$ cat config.mk
export PLATFORM = sky130hd
export DESIGN_NAME = sbpc_div_pipe
export DESIGN_NICKNAME = d
export VERILOG_FILES = /design/src/hw/rtl/sbpc_pkg.sv /design/src/hw/rtl/sbpc_div_pipe.sv
export SDC_FILE = /design/constraint.sdc
export NUM_CORES = 2
export LEC_CHECK = 0
export ABC_AREA = 1
export BUFFER_PORTS_ARGS = -buffer_cell sky130_fd_sc_hd__buf_2
export CAP_MARGIN = 20
export CORE_MARGIN = 2
export CORE_UTILIZATION = 50
export DETAILED_ROUTE_END_ITERATION = 8
export GPL_ROUTABILITY_DRIVEN = 0
export GPL_TIMING_DRIVEN = 0
export PLACE_DENSITY = 0.7
export SYNTH_ARGS = -nofsm -noshare
export SYNTH_HDL_FRONTEND = slang
export SYNTH_SLANG_ARGS = --single-unit
$ cat constraint.sdc
create_clock -name clock -period 2.1 [get_ports clock]
set_input_delay 0.105 -clock clock [delete_from_list [all_inputs] [get_ports clock]]
set_output_delay 0.105 -clock clock [all_outputs]
set_load 0.03 [all_outputs]
$ cat src/hw/rtl/sbpc_pkg.sv
`timescale 1ns / 1ps
package sbpc_pkg;

   localparam int DIM_CFG_W   = 13;
   localparam int STRIDE_W    = 15;
   localparam int CSR_DATA_W  = 15;
   localparam int CSR_IDX_W   = 3;
   localparam int COORD_W     = 12;
   localparam int OFFSET_W    = 26;
   localparam int PIXEL_W     = 32;
   localparam int WORD_W      = 32;
   localparam int COLOR_W     = 24;
   localparam int PAL_DEPTH   = 256;
   localparam int PAL_IDX_W   = 8;
   localparam int BPP_W       = 3;

   typedef enum logic [1:0] {
      OP_PAL_WRITE = 2'd0,
      OP_ADDR_REQ  = 2'd1,
      OP_CONVERT   = 2'd2,
      OP_RESERVED  = 2'd3
   } op_type;

   typedef enum logic [1:0] {
      SRC_PAL8   = 2'd0,
      SRC_RGB565 = 2'd1,
      SRC_BGR24  = 2'd2,
      SRC_BGRA32 = 2'd3
   } src_fmt_type;

   typedef enum logic [1:0] {
      DST_ARGB32   = 2'd0,
      DST_RGB565   = 2'd1,
      DST_ARGB1555 = 2'd2,
      DST_NONE     = 2'd3
   } dst_fmt_type;

   typedef enum logic {
      KIND_ADDR  = 1'b0,
      KIND_PIXEL = 1'b1
   } kind_type;

   typedef enum logic [CSR_IDX_W-1:0] {
      CSR_SRC_WIDTH  = 3'd0,
      CSR_SRC_HEIGHT = 3'd1,
      CSR_SRC_STRIDE = 3'd2,
      CSR_DST_WIDTH  = 3'd3,
      CSR_DST_HEIGHT = 3'd4,
      CSR_SRC_FORMAT = 3'd5,
      CSR_DST_FORMAT = 3'd6
   } csr_idx_type;

   function automatic logic [PIXEL_W-1:0] convert_pixel(
      input src_fmt_type          sfmt,
      input dst_fmt_type          dfmt,
      input logic [WORD_W-1:0]    word,
      input logic [COLOR_W-1:0]   entry
   );
      logic [7:0] b;
      logic [7:0] g;
      logic [7:0] r;
      logic [7:0] a;
      logic [PIXEL_W-1:0] pix;
      a = 8'hFF;
      unique case (sfmt)
         SRC_PAL8: begin
            b = entry[7:0];
            g = entry[15:8];
            r = entry[23:16];
         end
         SRC_RGB565: begin
            b = {word[4:0], 3'b000};
            g = {word[10:5], 2'b00};
            r = {word[15:11], 3'b000};
         end
         SRC_BGR24: begin
            b = word[7:0];
            g = word[15:8];
            r = word[23:16];
         end
         default: begin
            b = word[7:0];
            g = word[15:8];
            r = word[23:16];
            a = word[31:24];
         end
      endcase
      unique case (dfmt)
         DST_ARGB32:   pix = {8'hFF, r, g, b};
         DST_RGB565:   pix = {16'h0000, r[7:3], g[7:2], b[7:3]};
         DST_ARGB1555: pix = {16'h0000, a[7], r[7:3], g[7:3], b[7:3]};
         default:      pix = '0;
      endcase
      return pix;
   endfunction

endpackage

$ cat src/hw/rtl/sbpc_div_pipe.sv
`timescale 1ns / 1ps
module sbpc_div_pipe import sbpc_pkg::*; #(
   parameter int NW     = 25,
   parameter int DMW    = 13,
   parameter int SIDE_W = 8
) (
   input  logic              clock,
   input  logic              reset,
   input  logic              enable,
   input  logic              in_valid,
   input  logic [NW-1:0]     num_x,
   input  logic [NW-1:0]     num_y,
   input  logic [DMW-1:0]    den_x,
   input  logic [DMW-1:0]    den_y,
   input  logic [SIDE_W-1:0] side_in,
   output logic              out_valid,
   output logic [DMW-1:0]    quot_x,
   output logic [DMW-1:0]    quot_y,
   output logic [SIDE_W-1:0] side_out
);
   // one quotient bit per stage, msb first; quotient always fits DMW bits
   localparam int QW = DMW;
   localparam int RW = (NW > 2 * DMW) ? NW : 2 * DMW;

   for (genvar i = 0; i < QW; i++) begin : g_stage
      localparam int K = QW - 1 - i;
      logic              vld_ff;
      logic [RW-1:0]     rx_ff;
      logic [RW-1:0]     ry_ff;
      logic [QW-1:0]     qx_ff;
      logic [QW-1:0]     qy_ff;
      logic [DMW-1:0]    dx_ff;
      logic [DMW-1:0]    dy_ff;
      logic [SIDE_W-1:0] side_ff;
      logic              vld_src;
      logic [RW-1:0]     rx_src;
      logic [RW-1:0]     ry_src;
      logic [QW-1:0]     qx_src;
      logic [QW-1:0]     qy_src;
      logic [DMW-1:0]    dx_src;
      logic [DMW-1:0]    dy_src;
      logic [SIDE_W-1:0] side_src;
      logic [RW-1:0]     shx;
      logic [RW-1:0]     shy;
      logic [RW-1:0]     rx_in;
      logic [RW-1:0]     ry_in;
      logic [QW-1:0]     qx_in;
      logic [QW-1:0]     qy_in;

      if (i == 0) begin : g_first
         assign vld_src  = in_valid;
         assign rx_src   = RW'(num_x);
         assign ry_src   = RW'(num_y);
         assign qx_src   = '0;
         assign qy_src   = '0;
         assign dx_src   = den_x;
         assign dy_src   = den_y;
         assign side_src = side_in;
      end else begin : g_next
         assign vld_src  = g_stage[i-1].vld_ff;
         assign rx_src   = g_stage[i-1].rx_ff;
         assign ry_src   = g_stage[i-1].ry_ff;
         assign qx_src   = g_stage[i-1].qx_ff;
         assign qy_src   = g_stage[i-1].qy_ff;
         assign dx_src   = g_stage[i-1].dx_ff;
         assign dy_src   = g_stage[i-1].dy_ff;
         assign side_src = g_stage[i-1].side_ff;
      end

      always_comb begin
         shx   = RW'(dx_src) << K;
         shy   = RW'(dy_src) << K;
         rx_in = rx_src;
         ry_in = ry_src;
         qx_in = qx_src;
         qy_in = qy_src;
         if (rx_src >= shx) begin
            rx_in    = rx_src - shx;
            qx_in[K] = 1'b1;
         end
         if (ry_src >= shy) begin
            ry_in    = ry_src - shy;
            qy_in[K] = 1'b1;
         end
      end

      always_ff @(posedge clock) begin
         if (reset) begin
            vld_ff <= 1'b0;
         end else if (enable) begin
            vld_ff <= vld_src;
         end
         if (enable) begin
            rx_ff   <= rx_in;
            ry_ff   <= ry_in;
            qx_ff   <= qx_in;
            qy_ff   <= qy_in;
            dx_ff   <= dx_src;
            dy_ff   <= dy_src;
            side_ff <= side_src;
         end
      end
   end

   assign out_valid = g_stage[QW-1].vld_ff;
   assign quot_x    = g_stage[QW-1].qx_ff;
   assign quot_y    = g_stage[QW-1].qy_ff;
   assign side_out  = g_stage[QW-1].side_ff;
endmodule

# --- Yosys cells after proc, flatten, opt, wreduce, memory -nomap -nowiden ---
# Index checks and enable logic that the tools add are counted.
word_totals:
  wordCells: 202
  input_bits: 88
  ff_bits: 1235
classes:
  addsub: 24
  muxes: 26
  order_cmp: 26
op_table:
  columns: ["op", "n"]
  rows:
  - ["two-way mux 26 bit", 22]
  - ["greater-or-equal comparator 26 x 13 -> 1 bit", 2]
  - ["greater-or-equal comparator 26 x 14 -> 1 bit", 2]
  - ["greater-or-equal comparator 26 x 15 -> 1 bit", 2]
  - ["greater-or-equal comparator 26 x 16 -> 1 bit", 2]
  - ["greater-or-equal comparator 26 x 17 -> 1 bit", 2]
  - ["greater-or-equal comparator 26 x 18 -> 1 bit", 2]
  - ["greater-or-equal comparator 26 x 19 -> 1 bit", 2]
  - ["greater-or-equal comparator 26 x 20 -> 1 bit", 2]
  - ["greater-or-equal comparator 26 x 21 -> 1 bit", 2]
  - ["greater-or-equal comparator 26 x 22 -> 1 bit", 2]
  - ["greater-or-equal comparator 26 x 23 -> 1 bit", 2]
  - ["greater-or-equal comparator 26 x 24 -> 1 bit", 2]
  - ["subtractor 25 x 25 -> 26 bit", 2]
  - ["subtractor 26 x 14 -> 26 bit", 2]
  - ["subtractor 26 x 15 -> 26 bit", 2]
  - ["subtractor 26 x 16 -> 26 bit", 2]
  - ["subtractor 26 x 17 -> 26 bit", 2]
  - ["subtractor 26 x 18 -> 26 bit", 2]
  - ["subtractor 26 x 19 -> 26 bit", 2]
  - ["subtractor 26 x 20 -> 26 bit", 2]
  - ["subtractor 26 x 21 -> 26 bit", 2]
  - ["subtractor 26 x 22 -> 26 bit", 2]
  - ["subtractor 26 x 23 -> 26 bit", 2]
  - ["4 further kinds", 8]

# --- Logic depth before layout (Yosys ltp) ---
depth:
  ltp_word: 2
  depth_mapped: 15
  mapped_depth_nobuf: 14

# --- Worst setup path after synthesis ---
# No wires, ideal clock.
synth_timing:
  path_type: "flip-flop to flip-flop"
  startpoint: "reg g_stage[9].ry_ff[2]"
  endpoint: "reg g_stage[10].ry_ff[15] (data pin)"
  slack_ns: -0.038
  path_stages_with_launch: 14
  arrival_ns: 1.879
  synth_period_minus_slack_ns: 2.138
  setup_time_ns: 0.259
  required_time_ns: 1.841
  path_cell_list: "edfxtp_1 -> inv_1 -> ha_1 -> inv_1 -> fa_1 -> nand3_1 -> nand3_2 -> nand2_1 -> nand2_1 -> nand2_1 -> nand2_1 -> nor2_4 -> buf_2 -> a21oi_1"
synth_via:
  elab_chain_len: 2
  word_cells_on_any_way: 3
  classes_between: "1 x add/sub; 1 x order compare; 1 x mux"
synth_lines:
  columns: ["item", "line_no", "rtl"]
  rows:
  - ["start, declared", "sbpc_div_pipe.sv:29", "logic [RW-1:0] ry_ff;"]
  - ["start signal, assigned", "sbpc_div_pipe.sv:95", "ry_ff <= ry_in;"]
  - ["subtractor 26 x 15 -> 26 bit / greater-or-equal comparator 26 x 15 -> 1 bit (equally long branches)", "sbpc_div_pipe.sv:82, sbpc_div_pipe.sv:81", null]
  - ["two-way mux 26 bit (*)", "sbpc_div_pipe.sv:81", "if (ry_src >= shy) begin"]
  - ["net g_stage[10].ry_in[15]", "sbpc_div_pipe.sv:46", "logic [RW-1:0] ry_in;"]
  - ["end signal, assigned", "sbpc_div_pipe.sv:95", null]
  - ["end, declared", "sbpc_div_pipe.sv:29", null]
# Mark *: on every way through the listed nets, which the timed path passes. The rest lies on a longest branch.
# A chain may end at the register's enable or synchronous reset.

# --- Final worst setup path ---
layout_timing:
  startpoint: "reg g_stage[3].dx_ff[11]"
  endpoint: "reg g_stage[4].rx_ff[16] (data pin)"
layout_via:
  elab_chain_len: 2
layout_lines:
  columns: ["item", "line_no", "rtl"]
  rows:
  - ["start, declared", "sbpc_div_pipe.sv:32", "logic [DMW-1:0] dx_ff;"]
  - ["start signal, assigned", "sbpc_div_pipe.sv:98", "dx_ff <= dx_src;"]
  - ["greater-or-equal comparator 26 x 21 -> 1 bit", "sbpc_div_pipe.sv:77", "if (rx_src >= shx) begin"]
  - ["two-way mux 26 bit", "sbpc_div_pipe.sv:77", null]
  - ["net g_stage[4].rx_in[16]", "sbpc_div_pipe.sv:45", "logic [RW-1:0] rx_in;"]
  - ["end signal, assigned", "sbpc_div_pipe.sv:94", "rx_ff <= rx_in;"]
  - ["end, declared", "sbpc_div_pipe.sv:28", "logic [RW-1:0] rx_ff;"]
# The timed path passes the listed nets, and every way through them passes these cells.

==> flow_summary.json <==
{
  "status": "complete, but fails checks",
  "violations": "negative hold slack, negative setup slack",
  "report.final.slew_viol_count": 0,
  "htree_levels": 4,
  "start_util": 0.503,
  "drive_gt1_frac": 0.273,
  "grt_overflow": 0,
  "preCtsSetupSlack_ns": -0.956,
  "worstSetupStartpointType": "flop",
  "grt_pass1_vias": 56300,
  "setup_viol": 264,
  "wl_met1_mm": 72.9,
  "drtAntennaViolNets": 0,
  "min_path_type": "in -> reg",
  "drt_iter0_markers": 6318,
  "cts_inserted_buffers": 138,
  "ys_types": 55,
  "fin_hold_ws_ns": -0.260,
  "core-area_mm2": 0.139,
  "yosysSeqAreaShare": 0.528,
  "hold_buffers": 113,
  "cts.path.max_buffers": 3,
  "worstPathCellList": "inv_2 -> ha_4 -> a21oi_2 -> inv_1 -> nand2_2 -> nand4_1 -> nor2_4 -> nand2_4 -> buf_6 -> buf_12 -> nand2_4 -> nand2_2",
  "path_clk_slew_ns": 0.06,
  "yosysWarningCount": 0,
  "top_layer": "met4",
  "max_slew_margin": 0.392,
  "synth_nets": 8477,
  "synth_seq_cells": 1235,
  "finalNetCount": 9494,
  "ys.flop_type": "edfxtp_1",
  "synth_top_area_cell": "edfxtp_1",
  "mostFrequentLayoutCells": "2279 x nand2_1, 1222 x edfxtp_1, 1096 x inv_1, 626 x nor2_1, 554 x buf_4",
  "cts.sinks": 1235,
  "min_from": "enable",
  "cts_tree": "yes",
  "multi_input_area_mm2": 0.0347,
  "synthArstFlopShare": 0,
  "seq_area_mm2": 0.0370,
  "min_period_ns": 2.42,
  "rr_worst_depth": 12,
  "synth_edf_count": 1222,
  "vias": 60500,
  "drc": 0,
  "met2WireLength_mm": 96.5,
  "crit_type": "reg -> reg",
  "cpMaxStageDelayCell": "edfxtp_1",
  "tightest_slew_ns": 0.912,
  "max_stage_delay_ns": 0.54,
  "r2r-end": "g_stage[4].rx_ff[16]",
  "ir_drop_mv": 0.914,
  "diodes": 0,
  "critical_path_arrival_ns": 2.95,
  "hpwl_mm": 122,
  "port_buffers": 122,
  "ys_top_cells_by_area": "edfxtp_1 52%, nand2_1 15%, inv_1 6.8%, ha_1 6.0%, nor2_1 3.9%",
  "cp.required_ns": 2.64,
  "fin_util": 0.660,
  "fp.dieH_um": 378,
  "end_kind": "flop",
  "clock.fmax_mhz": 414,
  "p_leak_nw": 40.2,
  "area_delta_synth_final_pct": 31.2,
  "wire_per_inst_um": 17.9,
  "r2r-start": "g_stage[3].dx_ff[11]",
  "hold_viol_final": 76,
  "cap_violations": 0,
  "skew_ns": 0.0288,
  "dieArea_mm2": 0.143,
  "postSynthAreaPerCell_um2": 8.73,
  "whs_endpoint": "g_stage[1].side_ff[1]",
  "pin_count": 123,
  "wirelength_mm": 197,
  "worstPathMaxFanout": 5,
  "vias_per_cell": 5.49,
  "antenna_found_initial": 1,
  "synth_top_area_frac": 0.524,
  "dp.cells": 10000,
  "powerDensity_mw_per_mm2": 1170,
  "grt.total_usage": 0.246,
  "wl_met3_mm": 13.2,
  "reg2reg_slack_ns": -0.32,
  "rows": 137,
  "clock-root-buffer": "clkbuf_16",
  "synth_area_mm2": 0.0700,
  "clock_latency_ns": 0.79,
  "p_total_mw": 108,
  "cp_top_family": "simple AND/OR/NAND/NOR gates",
  "path_buf_inv": 4,
  "grt_max_degree": 182,
  "fin_ws_ns": -0.316,
  "chipWidth_um": 378,
  "grt_pass1_wl_mm": 281,
  "fin_crit_sh": 1.15,
  "rsz0062_at_grt": "yes",
  "whs_path_depth": 1,
  "final_common_cell": "nand2_1",
  "drt_first_pass_iters": 9,
  "fillCellCount": 9870,
  "final_cells": 11000,
  "synth_cells": 8027
}
[registers in the layout, indices dropped and copies added, names as in the netlist]
name,count
g_stage.dx_src,13
quot_y,13
g_stage.side_ff,88
out_valid,1
g_stage.side_src,8
g_stage.ry_ff,286
quot_x,13
g_stage.dy_ff,143
g_stage.qx_ff,68
g_stage.qy_ff,68
g_stage.qy_src,10
g_stage.qx_src,10
g_stage.rx_src,26
g_stage.vld_ff,11
g_stage.rx_ff,286
g_stage.vld_src,1
g_stage.ry_src,26
side_out,8
g_stage.dx_ff,143
g_stage.dy_src,13
[synth_stat cells (17+ instances only)]
| cell type | number |
|---|---|
| nor2_1 | 722 |
| edfxtp_1 | 1222 |
| nand2_2 | 47 |
| inv_1 | 1263 |
| nand3_1 | 424 |
| o21ai_1 | 35 |
| fa_1 | 24 |
| a21oi_2 | 51 |
| ha_1 | 338 |
| and2_1 | 17 |
| nand3b_1 | 100 |
| buf_4 | 27 |
| o21ai_0 | 124 |
| xnor2_1 | 58 |
| a21oi_1 | 265 |
| nor2_2 | 39 |
| nand2_1 | 2763 |
| inv_2 | 19 |
| nand4_1 | 118 |
| xor2_1 | 144 |
| nor3_1 | 55 |
| buf_6 | 18 |
[report_power, final]
group	switching [mW]	total [mW]	internal, mW
Clock	10.1	24.2	14.1
Sequential	4.24	37.3	33.0
Combinational	27.1	46.1	19.1
Total	41.4	108	66.2
[cells by family (layout without fill, tap and decap cells)]
family | Yosys count | after routing | share of synthesized area
and+or+nand+nor | 4346 | 4347 | 0.259
buffers and inverters | 1356 | 2479 | 0.0777
DFF | 1235 | 1235 | 0.528
AOI/OAI and AO/OA | 526 | 526 | 0.0426
adders and majority gates | 362 | 362 | 0.0672
xor gates and xnor gates | 202 | 202 | 0.0253
[stage by stage]
stage                     setup TNS [ns]  instance area [um2]
after global placement                 -                73000
after global routing              -51.16                91900
after detailed placement         -455.77                73200
final                             -26.98                91900
after CTS                         -10.74                85100
after floorplan                        0                70100
[timing repair]
| action | 4_1_cts | 5_1_grt |
|---|---|---|
| pin swaps | 197 | 431 |
| endpoints found under the hold margin | 175 | 76 |
| buffers inserted | 266 | 349 |
| resized for setup | 753 | 1089 |
| endpoints found under the setup margin | 614 | 516 |
| cloned | 24 | 18 |
[final cells by class]
class / instances / share of cell area
buffer: 63 / 0.00907
clock buffer: 163 / 0.0389
clock inverter: 84 / 0.0109
inverter: 1288 / 0.0541
multi-input combinational: 5437 / 0.378
sequential: 1235 / 0.402
tap: 1876 / 0.0255
timing repair buffer: 879 / 0.0813
timing repair inverter: 2 / 0.000191
[per-layer routing]
metal	up-vias	track usage
li1	28100	-
met2	3193	0.432
met5	-	0
met3	1068	0.0336
met4	0	0.147
met1	28100	0.288
[worst max-delay path by stage]
stage,endpoint,depth (start not counted),slack (ns),start
6_report,g_stage[4].rx_ff[16],12,-0.32,g_stage[3].dx_ff[11]
3_3_place_gp,g_stage[8].vld_ff,5,-18.91,enable
2_1_floorplan,g_stage[10].rx_ff[6],13,0.002,g_stage[10].rx_src[2]
3_5_place_dp,g_stage[10].qy_src[5],4,-0.96,enable
4_1_cts,g_stage[10].ry_ff[18],15,-0.17,g_stage[10].ry_src[2]
5_1_grt,g_stage[4].rx_ff[16],12,-0.35,g_stage[3].dx_ff[11]
Power figures use the tool's default switching activity.
